## config.mk

```make
export PLATFORM = sky130hd
export DESIGN_NAME = unicode_text_unit_decoder
export DESIGN_NICKNAME = d
export VERILOG_FILES = /design/src/hdl/utd_pkg.sv /design/src/hdl/utd_decoder.sv /design/src/hdl/utd_result_buf.sv /design/src/hdl/unicode_text_unit_decoder.sv
export SDC_FILE = /design/constraint.sdc
export NUM_CORES = 1
export LEC_CHECK = 0
export ABC_AREA = 1
export BUFFER_PORTS_ARGS = -buffer_cell sky130_fd_sc_hd__buf_2
export CORE_ASPECT_RATIO = 0.9
export CORE_MARGIN = 2
export CORE_UTILIZATION = 52
export CTS_BUF_LIST = sky130_fd_sc_hd__clkbuf_8
export CTS_CLUSTER_DIAMETER = 100
export DETAILED_ROUTE_END_ITERATION = 10
export PLACE_DENSITY = 0.73
export SLEW_MARGIN = 10
export SYNTH_ARGS = -nofsm -noshare
export SYNTH_HDL_FRONTEND = slang
export SYNTH_HIERARCHICAL = 1
export SYNTH_SLANG_ARGS = --single-unit
```

## constraint.sdc

```tcl
create_clock -name clk_i -period 11.7 [get_ports clk_i]
set_input_delay 0 -clock clk_i [delete_from_list [all_inputs] [get_ports clk_i]]
set_output_delay 0 -clock clk_i [all_outputs]
set_load 0.1 [all_outputs]
```

## src/hdl/utd_pkg.sv

```systemverilog
`timescale 1ns / 1ps
// utd_pkg: shared types and constants of the text code unit decoder.
// No dependencies.

package utd_pkg;

  localparam int unsigned MaxResults = 4;
  localparam int unsigned CntW       = $clog2(MaxResults + 1);
  localparam int unsigned IdxW       = $clog2(MaxResults);

  localparam logic [31:0] ERR_CP = 32'hFFFF_FFFF;

  // Encoding mode codes; the reserved code decodes as UTF-32.
  localparam logic [1:0] MODE_UTF8     = 2'd0;
  localparam logic [1:0] MODE_UTF16    = 2'd1;
  localparam logic [1:0] MODE_UTF32    = 2'd2;
  localparam logic [1:0] MODE_RESERVED = 2'd3;

  // Configuration register indexes.
  localparam logic REG_MODE = 1'b0;
  localparam logic REG_BASE = 1'b1;

  // Results produced by one code unit, in delivery order.
  typedef struct packed {
    logic [CntW-1:0]              count;
    logic [MaxResults-1:0][31:0]  cp;
    logic [MaxResults-1:0][31:0]  off;
  } utd_batch_t;

endpackage

```

## src/hdl/utd_decoder.sv

```systemverilog
`timescale 1ns / 1ps
// utd_decoder: configuration registers, decode state and the single-pass
// decode of one code unit into a batch of results. Depends on utd_pkg.

module utd_decoder (
  input  logic               clk_i,
  input  logic               rst_ni,
  input  logic               cfg_we_i,
  input  logic               cfg_idx_i,
  input  logic [31:0]        cfg_data_i,
  input  logic               step_i,
  input  logic [31:0]        unit_i,
  input  logic               last_i,
  output utd_pkg::utd_batch_t batch_o
);

  logic [1:0]  mode_q;
  logic [31:0] base_q;
  logic [20:0] pv_q, pv_d;
  logic [2:0]  need_q, need_d;
  logic [1:0]  rc_q, rc_d;
  logic        hs_vld_q, hs_vld_d;
  logic [9:0]  hs_q, hs_d;
  logic [31:0] seq_q, seq_d;
  logic [31:0] next_off_q;

  logic [7:0]  byte_w;
  logic [15:0] word_w;
  logic [2:0]  lead_len;
  logic [20:0] lead_val;
  logic [20:0] cont_pv;
  logic [1:0]  cont_rc;
  logic        emit_pv, flush_en, lead_en, plain_en;
  logic [1:0]  flush_rc;
  logic [2:0]  n;

  assign byte_w  = unit_i[7:0];
  assign word_w  = unit_i[15:0];
  assign cont_pv = {pv_q[14:0], byte_w[5:0]};
  assign cont_rc = rc_q + 2'd1;

  // Lead byte class: sequence length and payload bits.
  always_comb begin
    lead_len = 3'd0;
    lead_val = '0;
    if (byte_w[7:5] == 3'b110) begin
      lead_len = 3'd2;
      lead_val = {16'd0, byte_w[4:0]};
    end else if (byte_w[7:4] == 4'b1110) begin
      lead_len = 3'd3;
      lead_val = {17'd0, byte_w[3:0]};
    end else if (byte_w[7:3] == 5'b11110) begin
      lead_len = 3'd4;
      lead_val = {18'd0, byte_w[2:0]};
    end
  end

  always_comb begin
    batch_o  = '0;
    n        = '0;
    pv_d     = pv_q;
    need_d   = need_q;
    rc_d     = rc_q;
    hs_vld_d = hs_vld_q;
    hs_d     = hs_q;
    seq_d    = seq_q;
    emit_pv  = 1'b0;
    flush_en = 1'b0;
    flush_rc = rc_q;
    lead_en  = 1'b0;
    plain_en = 1'b0;

    case (mode_q)
      utd_pkg::MODE_UTF8: begin
        if (need_q == 3'd0) begin
          lead_en = 1'b1;
        end else if (byte_w[7:6] == 2'b10) begin
          if (({1'b0, cont_rc} + 3'd1) >= need_q) begin
            emit_pv = 1'b1;
          end else if (last_i) begin
            flush_en = 1'b1;
            flush_rc = cont_rc;
          end else begin
            pv_d = cont_pv;
            rc_d = cont_rc;
          end
        end else begin
          flush_en = 1'b1;
          lead_en  = 1'b1;
        end

        if (emit_pv || flush_en) begin
          pv_d   = '0;
          need_d = 3'd0;
          rc_d   = 2'd0;
        end

        if (emit_pv) begin
          batch_o.cp[n[1:0]]  = {11'd0, cont_pv};
          batch_o.off[n[1:0]] = seq_q;
          n = n + 3'd1;
        end

        // one error for the lead and for each continuation taken
        if (flush_en) begin
          for (int k = 0; k < 3; k++) begin
            if (2'(k) <= flush_rc) begin
              batch_o.cp[n[1:0]]  = utd_pkg::ERR_CP;
              batch_o.off[n[1:0]] = seq_q + 32'(k);
              n = n + 3'd1;
            end
          end
        end

        if (lead_en) begin
          if (!byte_w[7]) begin
            batch_o.cp[n[1:0]]  = {25'd0, byte_w[6:0]};
            batch_o.off[n[1:0]] = next_off_q;
            n = n + 3'd1;
          end else if (lead_len == 3'd0 || last_i) begin
            batch_o.cp[n[1:0]]  = utd_pkg::ERR_CP;
            batch_o.off[n[1:0]] = next_off_q;
            n = n + 3'd1;
          end else begin
            pv_d   = lead_val;
            need_d = lead_len;
            rc_d   = 2'd0;
            seq_d  = next_off_q;
          end
        end
      end

      utd_pkg::MODE_UTF16: begin
        if (hs_vld_q) begin
          hs_vld_d = 1'b0;
          if (word_w[15:10] == 6'b110111) begin
            batch_o.cp[n[1:0]]  = {12'd0, hs_q, word_w[9:0]} + 32'h0001_0000;
            batch_o.off[n[1:0]] = seq_q;
            n = n + 3'd1;
          end else begin
            batch_o.cp[n[1:0]]  = utd_pkg::ERR_CP;
            batch_o.off[n[1:0]] = seq_q;
            n = n + 3'd1;
            plain_en = 1'b1;
          end
        end else begin
          plain_en = 1'b1;
        end

        if (plain_en) begin
          if (word_w[15:10] == 6'b110110) begin
            if (last_i) begin
              batch_o.cp[n[1:0]]  = utd_pkg::ERR_CP;
              batch_o.off[n[1:0]] = next_off_q;
              n = n + 3'd1;
            end else begin
              hs_vld_d = 1'b1;
              hs_d     = word_w[9:0];
              seq_d    = next_off_q;
            end
          end else begin
            batch_o.cp[n[1:0]]  = {16'd0, word_w};
            batch_o.off[n[1:0]] = next_off_q;
            n = n + 3'd1;
          end
        end
      end

      default: begin
        batch_o.cp[0]  = unit_i;
        batch_o.off[0] = next_off_q;
        n = 3'd1;
      end
    endcase

    batch_o.count = n;
  end

  always_ff @(posedge clk_i or negedge rst_ni) begin
    if (!rst_ni) begin
      mode_q     <= utd_pkg::MODE_UTF8;
      base_q     <= '0;
      pv_q       <= '0;
      need_q     <= '0;
      rc_q       <= '0;
      hs_vld_q   <= 1'b0;
      hs_q       <= '0;
      seq_q      <= '0;
      next_off_q <= '0;
    end else if (cfg_we_i) begin
      if (cfg_idx_i == utd_pkg::REG_MODE) begin
        mode_q   <= cfg_data_i[1:0];
        pv_q     <= '0;
        need_q   <= '0;
        rc_q     <= '0;
        hs_vld_q <= 1'b0;
      end else begin
        base_q     <= cfg_data_i;
        next_off_q <= cfg_data_i;
      end
    end else if (step_i) begin
      pv_q       <= pv_d;
      need_q     <= need_d;
      rc_q       <= rc_d;
      hs_vld_q   <= hs_vld_d;
      hs_q       <= hs_d;
      seq_q      <= seq_d;
      next_off_q <= last_i ? base_q : next_off_q + 32'd1;
    end
  end

  // open UTF-8 sequence always has room left for at least one more byte
  a_rc_below_need: assert property (@(posedge clk_i) disable iff (!rst_ni)
    need_q != 3'd0 |-> ({1'b0, rc_q} + 3'd1) < need_q)
    else $error("continuation count reached sequence length");

  a_need_legal: assert property (@(posedge clk_i) disable iff (!rst_ni)
    need_q == 3'd0 || need_q == 3'd2 || need_q == 3'd3 || need_q == 3'd4)
    else $error("illegal open sequence length");

  a_hs_mode: assert property (@(posedge clk_i) disable iff (!rst_ni)
    hs_vld_q |-> mode_q == utd_pkg::MODE_UTF16)
    else $error("pending surrogate outside UTF-16 mode");

  a_no_mixed_state: assert property (@(posedge clk_i) disable iff (!rst_ni)
    !(hs_vld_q && need_q != 3'd0))
    else $error("surrogate and UTF-8 sequence open together");

endmodule

```

## src/hdl/utd_result_buf.sv

```systemverilog
`timescale 1ns / 1ps
// utd_result_buf: holds one decoded batch and hands its results out one
// request at a time. Depends on utd_pkg.

module utd_result_buf (
  input  logic                clk_i,
  input  logic                rst_ni,
  input  logic                load_i,
  input  utd_pkg::utd_batch_t batch_i,
  output logic                can_load_o,
  output logic                out_valid_o,
  input  logic                out_ready_i,
  output logic [31:0]         code_point_o,
  output logic [31:0]         unit_offset_o,
  output logic                run_end_o
);

  utd_pkg::utd_batch_t           buf_q;
  logic [utd_pkg::CntW-1:0]      cnt_q;
  logic [utd_pkg::IdxW-1:0]      idx_q;
  logic                          fire, last_ent;

  assign out_valid_o   = cnt_q != '0;
  assign fire          = out_valid_o && out_ready_i;
  assign last_ent      = ({1'b0, idx_q} + utd_pkg::CntW'(1)) == cnt_q;
  assign can_load_o    = !out_valid_o || (fire && last_ent);
  assign code_point_o  = buf_q.cp[idx_q];
  assign unit_offset_o = buf_q.off[idx_q];
  assign run_end_o     = last_ent;

  always_ff @(posedge clk_i or negedge rst_ni) begin
    if (!rst_ni) begin
      cnt_q <= '0;
      idx_q <= '0;
    end else if (load_i) begin
      cnt_q <= batch_i.count;
      idx_q <= '0;
    end else if (fire) begin
      if (last_ent) begin
        cnt_q <= '0;
        idx_q <= '0;
      end else begin
        idx_q <= idx_q + utd_pkg::IdxW'(1);
      end
    end
  end

  always_ff @(posedge clk_i) begin
    if (load_i) begin
      buf_q <= batch_i;
    end
  end

  a_load_when_free: assert property (@(posedge clk_i) disable iff (!rst_ni)
    load_i |-> can_load_o)
    else $error("batch loaded over undelivered results");

  a_cnt_range: assert property (@(posedge clk_i) disable iff (!rst_ni)
    cnt_q <= utd_pkg::CntW'(utd_pkg::MaxResults))
    else $error("result count out of range");

  a_idx_in_batch: assert property (@(posedge clk_i) disable iff (!rst_ni)
    out_valid_o |-> {1'b0, idx_q} < cnt_q)
    else $error("read index beyond batch");

endmodule

```

## src/hdl/unicode_text_unit_decoder.sv

```systemverilog
`timescale 1ns / 1ps
// unicode_text_unit_decoder: top level; input register, decoder and result
// buffer. Depends on utd_pkg, utd_decoder and utd_result_buf.

// Decodes a stream of UTF-8 bytes, UTF-16 words or UTF-32 words (chosen by
// encoding_mode) into code points, each tagged with the unit offset of its
// first unit, counted from cluster_base, which reloads after every unit
// marked last_unit. Invalid input yields 0xFFFFFFFF and the decoder moves on
// one unit; run_end_o flags the final result caused by a unit, and a unit
// that only opens a sequence yields none. Flow: a request is registered in
// the input register, decoded in one pass into the result buffer, and its
// first result is offered from there once the buffer is loaded. The
// result buffer sets the rate: a unit giving k results (up to four) holds
// it until all k are taken, so units that give at most one result stream
// at one request per clock while the receiver does not stall, and the input
// register takes one more request while a finished result waits. Write the
// configuration only while the block is empty; a mode write drops any open
// sequence and a base write restarts the offsets at once.

module unicode_text_unit_decoder (
  input  logic        clk_i,
  input  logic        rst_ni,
  input  logic        cfg_we_i,
  input  logic        cfg_idx_i,
  input  logic [31:0] cfg_data_i,
  input  logic        in_valid_i,
  output logic        in_ready_o,
  input  logic [31:0] code_unit_i,
  input  logic        last_unit_i,
  output logic        out_valid_o,
  input  logic        out_ready_i,
  output logic [31:0] code_point_o,
  output logic [31:0] unit_offset_o,
  output logic        run_end_o
);

  // input register
  logic        in_vld_q;
  logic [31:0] unit_q;
  logic        last_q;

  logic                step;
  logic                can_load;
  utd_pkg::utd_batch_t batch;

  // decode when a unit is held and the buffer will be free at this edge
  assign step       = in_vld_q && can_load;
  assign in_ready_o = !in_vld_q || step;

  always_ff @(posedge clk_i or negedge rst_ni) begin
    if (!rst_ni) begin
      in_vld_q <= 1'b0;
    end else if (in_valid_i && in_ready_o) begin
      in_vld_q <= 1'b1;
    end else if (step) begin
      in_vld_q <= 1'b0;
    end
  end

  always_ff @(posedge clk_i) begin
    if (in_valid_i && in_ready_o) begin
      unit_q <= code_unit_i;
      last_q <= last_unit_i;
    end
  end

  utd_decoder u_decoder (
    .clk_i      (clk_i),
    .rst_ni     (rst_ni),
    .cfg_we_i   (cfg_we_i),
    .cfg_idx_i  (cfg_idx_i),
    .cfg_data_i (cfg_data_i),
    .step_i     (step),
    .unit_i     (unit_q),
    .last_i     (last_q),
    .batch_o    (batch)
  );

  utd_result_buf u_result_buf (
    .clk_i         (clk_i),
    .rst_ni        (rst_ni),
    .load_i        (step),
    .batch_i       (batch),
    .can_load_o    (can_load),
    .out_valid_o   (out_valid_o),
    .out_ready_i   (out_ready_i),
    .code_point_o  (code_point_o),
    .unit_offset_o (unit_offset_o),
    .run_end_o     (run_end_o)
  );

  // a held unit is never lost while the buffer is busy
  a_hold_unit: assert property (@(posedge clk_i) disable iff (!rst_ni)
    in_vld_q && !step && !(in_valid_i && in_ready_o) |=> in_vld_q)
    else $error("held request dropped");

  // new request only lands in an empty or draining input register
  a_no_overwrite: assert property (@(posedge clk_i) disable iff (!rst_ni)
    in_valid_i && in_ready_o && in_vld_q |-> step)
    else $error("input register overwritten");

  a_decode_batch_size: assert property (@(posedge clk_i) disable iff (!rst_ni)
    step |-> batch.count <= utd_pkg::CntW'(utd_pkg::MaxResults))
    else $error("decoded batch too large");

endmodule

```

### Word level (Yosys, flattened, before mapping)

Index checks and enable logic that the tools add are counted.

* equal/unequal tests: 16
* add/sub/neg operators: 13
* order comparisons: 15
* bitwise logic cells: 8
* shift-type cells: 0
* $mul: 0
* div/mod/pow operators: 0
* muxes and demuxes: 153
* reduce and logical (&&, ||, !) cells: 34

Operator list (number)
* $mux 256: 15
* $bwmux 128: 7
* $mux 32: 25
* $or 128x128->128: 3
* $pmux 96 s2: 2
* $demux 32 s2: 5
* $mux 21: 15
* $or 32x128->128: 2
* $pmux 32 s2: 3
* $bmux 32 s2: 2
* $mux 3: 32
* $add 32x1->32 const B: 2
* $mux 2: 20
* $add 32x2->32 const B: 1
* $mux 1: 26
* $add 20x17->21 const B: 1
* $lt 2x3->1 const B: 6
* $add 3x1->3 const B: 5
* $reduce_bool 2->1: 7
* $eq 6x6->1 const B: 2
* $ge 2x1->1 const B: 5
* $logic_and 1x1->1: 9
* $reduce_and 9->1: 1
* $ne 2x1->1 const B: 4
* 22 further kinds: 39

* memories: 0
* bits of input ports: 71
* logic and storage cells: 261
* RAM bits: 0
* bits in registers: 430
* output and inout port bits: 67
* bits in read-only memories: 0
* latch bits: 0

### Depth between registers and ports, before layout

Gate-level depths: netlist (run 1).

* depth after elaboration: 30
* mapped depth: 29

### Modules after synthesis

The synthesis (run 1) kept the hierarchy.

By module, submodules not included
* utd_decoder: instances 1, area an instance 13259.0 µm², cells an instance 2192
* utd_result_buf: instances 1, area an instance 9784.4 µm², cells an instance 660
* unicode_text_unit_decoder: instances 1, area an instance 1043.5 µm², cells an instance 41

### Worst setup path before layout (run 1)

OpenSTA, ideal clock, no wires.

* path type: reg2reg
* start: register u_result_buf/cnt_q[0] in the netlist's numbering
* end: register u_decoder.pv_q[5]
* cell stages (with the launch flop): 14
* arrival: 8.467 ns
* buffers on the path: 1
* data required time: 11.606 ns
* period minus slack after synthesis: 8.561 ns
* setup time: 0.094 ns
* setup slack: 3.139 ns
* cells stage by stage: dfrtp_1 nor2_1 nand2_1 nand2_1 o21ai_0 nand2_1 inv_1 nand2_1 nor2_2 inv_1 nand2_1 nand4_2 clkbuf_1 a211oi_1

* cells in the longest elaborated chain, start to end: 7

RTL lines
* from (decl): line utd_result_buf.sv:19 `logic [utd_pkg::CntW-1:0] cnt_q;`
* from (signal assigned): line utd_result_buf.sv:36 `cnt_q <= batch_i.count;`
* $reduce_bool 3->1 (*): line utd_result_buf.sv:23 `assign out_valid_o = cnt_q != '0;`
* via out_valid_o: line unicode_text_unit_decoder.sv:30 `output logic out_valid_o,`
* $logic_and 1x1->1: line utd_result_buf.sv:24 `assign fire = out_valid_o && out_ready_i;`
* $logic_and 1x1->1: line utd_result_buf.sv:26 `assign can_load_o = !out_valid_o || (fire && last_ent);`
* $logic_or 1x1->1 (*): line utd_result_buf.sv:26
* via can_load: line unicode_text_unit_decoder.sv:43 `logic can_load;`
* $logic_and 1x1->1 (*): line unicode_text_unit_decoder.sv:47 `assign step = in_vld_q && can_load;`
* via step: line unicode_text_unit_decoder.sv:42 `logic step;`
* $reduce_bool 2->1 (no source line) (*)
* $reduce_and 3->1 (no source line) (*)
* to (signal assigned): line utd_decoder.sv:202 `pv_q <= pv_d;`
* to (decl): line utd_decoder.sv:19 `logic [20:0] pv_q, pv_d;`

The timed path passes the listed nets; every way through them passes the cells marked *.
A chain may end at the register's enable or synchronous reset.

==> results.json, run 1 <==
{
  "drtIter0Drc": 3247,
  "cts_setup_buffers": 0,
  "fp.coreArea_mm2": 0.0456,
  "crit_cells": 23,
  "vias": 22400,
  "hold_violations": 0,
  "numPortBuffers": 137,
  "final_cells": 3693,
  "rsz0062_at_grt": "no",
  "synth_nets": 2988,
  "nFillCells": 4019,
  "fmax_ghz": 0.151,
  "power_frac_seq_pct": 36.4,
  "worstSetupPathType": "flop to flop",
  "cp.required_ps": 12070,
  "ant_nets": 0,
  "min_path_cells": 2,
  "relSlewSlack_pct": 22.3,
  "ys.flop_type": "edfxtp_1",
  "r2r_cells": 23,
  "dieArea_mm2": 0.0481,
  "sw_frac_of_total_pct": 51.4,
  "die_h_um": 208,
  "p_sw_mw": 4.15,
  "p_total_mw": 8.07,
  "clock_latency_ps": 690,
  "cts-buffers-inserted": 75,
  "clockBufferDepth": 3,
  "tightest_slew_ps": 1160,
  "fp.dieW_um": 231,
  "dp.cells": 3434,
  "synth_warnings": 6,
  "final_area_mm2": 0.0273,
  "overflow": 0,
  "finalSetupViolations": 0,
  "synth-seq-area-share_pct": 50.1,
  "startpoint_type": "flop",
  "wl_per_cell_um": 23.1,
  "finalWeightedCongestion": 0.986,
  "final_common_cell": "nand2_1",
  "viasPerCell": 6.06,
  "first_global_vias": 21200,
  "status": "complete, no violations",
  "pwr-share-clk_pct": 18.2,
  "power.leakage_nw": 11.5,
  "whs_ps": 52.2,
  "grt_pass1_wl_um": 129000,
  "ir_worst_vdd_mv": 0.310,
  "path_buf_inv": 7,
  "cp_top_family": "buffers and inverters",
  "synth_edf_count": 289,
  "power_density_mw_per_mm2": 295,
  "cts_sinks": 424,
  "multi_input_comb_area_mm2": 0.00988,
  "dp_hpwl_um": 56800,
  "rows": 74,
  "intPower_mw": 3.92,
  "placed_area_mm2": 0.0245,
  "cp_max_fo": 42,
  "fin_setup_tns_ps": 0,
  "drt-total-wl_um": 85500,
  "critical_path_arrival_ps": 6990,
  "synth_cell_types": 50,
  "drive_above_1_share_pct": 10.6,
  "path_clk_slew_ps": 60,
  "maxCapViolations": 0,
  "fin_skew_ps": 39.3,
  "avgSynthCellArea_um2": 8.33,
  "initial_utilization_pct": 52.9,
  "synth_area_mm2": 0.0241,
  "h-tree-depth": 3,
  "async_flop_share_pct": 31.8,
  "yosys_register_bits": 424,
  "critPathCaptureType": "flop",
  "io_pins": 138,
  "cts_tree": "built",
  "power.combinational.fraction_pct": 45.4,
  "drtPass1Iterations": 5,
  "cts-root-buf": "clkbuf_8",
  "final-seq-area_mm2": 0.0121,
  "hold_class": "input pin to flop",
  "most-common-layout-cells": "nand2_1, o21ai_0, nor2_1",
  "period_share_pct": 56.6,
  "syn2layout_area_growth_pct": 13.4,
  "grt_antenna_before_repair": 1,
  "max_stage_delay_ps": 910,
  "cp_cell_sequence": "inv_1 > ha_1 > xor2_1 > ha_1 > nand2_1 > inv_1 > nand2_1 > nand2_1 > nand2_1 > buf_4 > inv_2 > ha_1 > nand3_1 > buf_4 > nand2_1 > nand2_1 > nand2_1 > ha_1 > inv_1 > nor2_4 > inv_1 > o21ai_0 > a21oi_1",
  "syn_inst": 2893,
  "nNetsFinal": 3118,
  "track_usage_pct": 35.4,
  "slowest_stage": "nor2_4",
  "fin_crit_ps": 6630,
  "grt_max_degree": 88,
  "critPathMostFrequentCell": "nand2_1",
  "slew_viol_final": 0,
  "drc": 0
}
kinds of logic (layout without fill, tap and decap cells):
group / after synthesis / count (layout) / share of synthesized area (%)
other cells: 0 / 1 / 0
compound gates: 775 / 775 / 17.8
buf+inv: 467 / 658 / 9.10
xor+xnor: 64 / 64 / 2.33
simple gates: 1131 / 1131 / 19.1
mux: 8 / 8 / 0.332
flops: 424 / 424 / 50.1
fa+ha+maj: 24 / 24 / 1.25
repair_timing:
action                                 4_1_cts  5_1_grt
gates resized for setup                      0        0
endpoints found under the hold margin      175        0
hold buffers                               120        0
sequential cells by signal, summed over array words and instances (netlist names), 2 cells and up:
signal,cells
u_result_buf/buf_q,256
u_decoder/base_q,32
u_decoder/next_off_q,32
u_decoder/seq_q,32
unit_q,32
u_decoder/pv_q,15
u_decoder/hs_q,10
u_decoder/need_q,3
u_result_buf/cnt_q,3
u_decoder/mode_q,2
u_decoder/rc_q,2
u_result_buf/idx_q,2
through the flow:
stage | setup slack, ps | utilization [%]
global route | 4750 | 60.0
floorplan | 3140 | -
finish | 5070 | 60.0
CTS | 5270 | 60.0
detailed placement | 5330 | 53.8
global placement | 5470 | 53.8
worst paths after layout:
| path | endpoint | from | slack (ps) |
|---|---|---|---|
| worst min-delay path | unit_q[22]$_DFFE_PP_ | code_unit_i[22] | 50 |
| min in group asynchronous | u_decoder/base_q[15]$_DFFE_PN0P_ | rst_ni | 470 |
| worst min register to register | u_decoder/base_q[0]$_DFFE_PN0P_ | u_decoder/base_q[0]$_DFFE_PN0P_ | 490 |
| worst max register to register | u_result_buf/buf_q[127]$_DFFE_PP_ | u_decoder/rc_q[0]$_DFFE_PN0P_ | 5070 |
| max in group asynchronous | u_decoder/hs_q[7]$_DFFE_PN0P_ | rst_ni | 10390 |
| worst max-delay path | u_result_buf/buf_q[127]$_DFFE_PP_ | u_decoder/rc_q[0]$_DFFE_PN0P_ | 5070 |
Yosys cell counts, types with 61 or more instances:
cell type	instances	area share (%)
a21oi_1	161	3.3
buf_4	73	2.3
clkbuf_1	88	1.4
dfrtp_1	135	14
edfxtp_1	289	36
inv_1	218	3.4
nand2_1	661	10
nand3_1	105	2.2
nor2_1	292	4.6
o21ai_0	347	7.2
o21ai_1	70	1.5
o22ai_1	103	2.7
xor2_1	61	2.2
power groups by stage:
stage | combinational (mW) | sequential (mW) | clock, mW
2_1_floorplan | 2.86 | 2.83 | 0
3_3_place_gp | 3.50 | 2.91 | 0
3_5_place_dp | 3.55 | 2.92 | 0
4_1_cts | 3.61 | 2.90 | 1.49
5_1_grt | 3.86 | 2.98 | 1.55
6_report | 3.66 | 2.93 | 1.47
per-layer routing:
metal  global-route usage, %  vias to the layer above  wire length [um]
met4                    9.83                        0              1920
met2                    51.4                     1410             36700
met3                    8.58                      159             10400
met5                       0                        -                 0
li1                        -                    10100                 -
met1                    52.7                    10700             36500
cell type report:
type                    instances  share of cell area (%)
inverters                     237                    3.29
multi-input cells            2002                    36.2
diodes                          1                 0.00916
flip-flops and latches        424                    44.1
clock inverters                49                    1.42
repair buffers                283                    7.71
well taps                     608                    2.78
clock buffers                  89                    4.48
Power figures use the tool's default switching activity.
==> run 2, diff against run 1 <==
--- a/config.mk
+++ b/config.mk
@@ -13,7 +13,7 @@
 export CTS_BUF_LIST = sky130_fd_sc_hd__clkbuf_8
 export CTS_CLUSTER_DIAMETER = 100
 export DETAILED_ROUTE_END_ITERATION = 10
-export PLACE_DENSITY = 0.73
+export PLACE_DENSITY = 0.75
 export SLEW_MARGIN = 10
 export SYNTH_ARGS = -nofsm -noshare
 export SYNTH_HDL_FRONTEND = slang
==> constraint.sdc (replaced) <==
create_clock -name clk_i -period 5.4 [get_ports clk_i]
set_input_delay 0 -clock clk_i [delete_from_list [all_inputs] [get_ports clk_i]]
set_output_delay 0 -clock clk_i [all_outputs]
set_load 0.1 [all_outputs]
==> results.json, run 2 (same netlist as run 1, synthesis figures left out) <==
{
  "slowest_stage": "clkinvlp_4",
  "clock_latency_ps": 690,
  "fp.dieW_um": 231,
  "status": "complete, no violations",
  "syn2layout_area_growth_pct": 12.8,
  "path_buf_inv": 6,
  "tightest_slew_ps": 1260,
  "cts_setup_buffers": 0,
  "numPortBuffers": 137,
  "fmax_ghz": 0.200,
  "drtIter0Drc": 3917,
  "power.combinational.fraction_pct": 45.3,
  "largest_reg_flops": 256,
  "multi_input_comb_area_mm2": 0.0100,
  "pwr-share-clk_pct": 17.1,
  "n_antenna_cell": 0,
  "fp.coreArea_mm2": 0.0456,
  "p_sw_mw": 9.14,
  "cts-root-buf": "clkbuf_8",
  "drtPass1Iterations": 7,
  "final-seq-area_mm2": 0.0121,
  "critPathCaptureType": "flop",
  "cp-startpoint": "u_decoder/rc_q[0]$_DFFE_PN0P_",
  "cts-buffers-inserted": 73,
  "slew_viol_final": 0,
  "finalWeightedCongestion": 1.00,
  "rows": 74,
  "rsz0062_at_grt": "no",
  "nFillCells": 3973,
  "cts_sinks": 424,
  "dp.cells": 3441,
  "ant_nets": 0,
  "most-common-layout-cells": "nand2_1, o21ai_0, edfxtp_1, nor2_1, inv_1",
  "viasPerCell": 6.14,
  "cp.required_ps": 5810,
  "nNetsFinal": 3103,
  "maxCapViolations": 0,
  "grt_antenna_before_repair": 3,
  "drc": 0,
  "power_frac_seq_pct": 37.6,
  "whs_ps": 40.2,
  "largest-register": "u_result_buf/buf_q",
  "track_usage_pct": 36.6,
  "dieArea_mm2": 0.0481,
  "period_share_pct": 92.5,
  "hold_class": "input pin to flop",
  "clockBufferDepth": 3,
  "cp_max_fo": 45,
  "initial_utilization_pct": 52.9,
  "critical_path_arrival_ps": 5400,
  "rrSetupSlack_ps": 410,
  "crit_cells": 24,
  "hold_start": "code_unit_i[0]",
  "intPower_mw": 8.33,
  "grt_pass1_wl_um": 132000,
  "die_h_um": 208,
  "grt_max_degree": 158,
  "final_common_cell": "nand2_1",
  "power_density_mw_per_mm2": 643,
  "overflow": 0,
  "worstSetupPathType": "flop to flop",
  "critPathMostFrequentCell": "nand2_1",
  "fin_skew_ps": 38.4,
  "power.leakage_nw": 11.4,
  "min_path_cells": 2,
  "startpoint_type": "flop",
  "cts_tree": "built",
  "dp_hpwl_um": 59000,
  "drive_above_1_share_pct": 11.4,
  "hold_violations": 0,
  "cp_top_family": "adder cells",
  "first_global_vias": 21400,
  "r2r_cells": 24,
  "io_pins": 138,
  "r2r_start": "u_decoder/rc_q[0]$_DFFE_PN0P_",
  "relSlewSlack_pct": 16.0,
  "fin_crit_ps": 4990,
  "cp_cell_sequence": "inv_1 > ha_1 > xor2_1 > ha_1 > nand2_1 > inv_1 > a21oi_2 > nand3_2 > nand2_2 > nand2_2 > nand2_4 > ha_1 > inv_1 > nand2_1 > nand2_1 > nand2_1 > nand2_1 > inv_1 > ha_1 > nand2_2 > buf_4 > clkinvlp_4 > nand2_1 > a21oi_1",
  "wl_per_cell_um": 23.9,
  "path_clk_slew_ps": 60,
  "max_stage_delay_ps": 480,
  "finalSetupViolations": 0,
  "ir_worst_vdd_mv": 0.708,
  "sw_frac_of_total_pct": 52.3,
  "final_cells": 3676,
  "drt-total-wl_um": 87700,
  "h-tree-depth": 3,
  "vias": 22600
}
## run 2: power groups by stage
stage / combinational (mW) / clock (mW) / sequential, mW
CTS: 7.81 / 3.02 / 6.47
detailed placement: 7.71 / 0 / 6.53
floorplan: 6.23 / 0 / 5.91
global route: 8.35 / 3.16 / 6.66
finish: 7.91 / 2.99 / 6.57
global placement: 7.63 / 0 / 6.49
## run 2: final timing paths
kind                                                             end
worst max-delay path                u_result_buf/buf_q[85]$_DFFE_PP_
worst min-delay path                             unit_q[0]$_DFFE_PP_
worst max register to register      u_result_buf/buf_q[85]$_DFFE_PP_
worst min register to register      u_decoder/base_q[20]$_DFFE_PN0P_
max in group asynchronous          u_result_buf/idx_q[0]$_DFFE_PN0P_
min in group asynchronous       u_decoder/next_off_q[23]$_DFFE_PN0P_
## run 2: timing repair
item                                   CTS  global route
setup endpoints to repair                0            60
endpoints found under the hold margin  231             0
hold buffers                           100             0
gates resized for setup                  0             2
## run 2: per-layer routing
metal	wire (um)	global-route usage (%)
met1	37100	54.1
met5	0	0
met4	2900	11.8
met3	12300	12.0
met2	35500	50.4
## run 2: layout make-up
cell class	count	share of cell area (%)
Sequential cell	424	44.4
Multi-Input combinational cell	2002	36.9
Timing Repair Buffer	270	7.25
Clock buffer	77	3.90
Inverter	237	3.31
Tap cell	608	2.80
Clock inverter	58	1.46
## run 2: per-stage QoR
stage	util (%)	TNS, ps	power, mW	cell area, um2	setup slack, ps
detailed placement	54.2	0	14.2	24700	262
CTS	59.6	0	17.3	27200	218
global route	59.6	0	18.2	27200	89.5
floorplan	-	-50100	12.1	24400	-610
finish	59.6	0	17.5	27200	407
global placement	54.2	0	14.1	24700	469
## run 2: worst reg2reg max path: stages (launching register included)
cell and delay, ps:
dfrtp_1 460, inv_1 100, ha_1 370, xor2_1 190, ha_1 290, nand2_1 60
inv_1 60, a21oi_2 250, nand3_2 120, nand2_2 160, nand2_2 80, nand2_4 150
ha_1 270, inv_1 60, nand2_1 50, nand2_1 70, nand2_1 70, nand2_1 140
inv_1 100, ha_1 320, nand2_2 130, buf_4 440, clkinvlp_4 490, nand2_1 180
a21oi_1 80
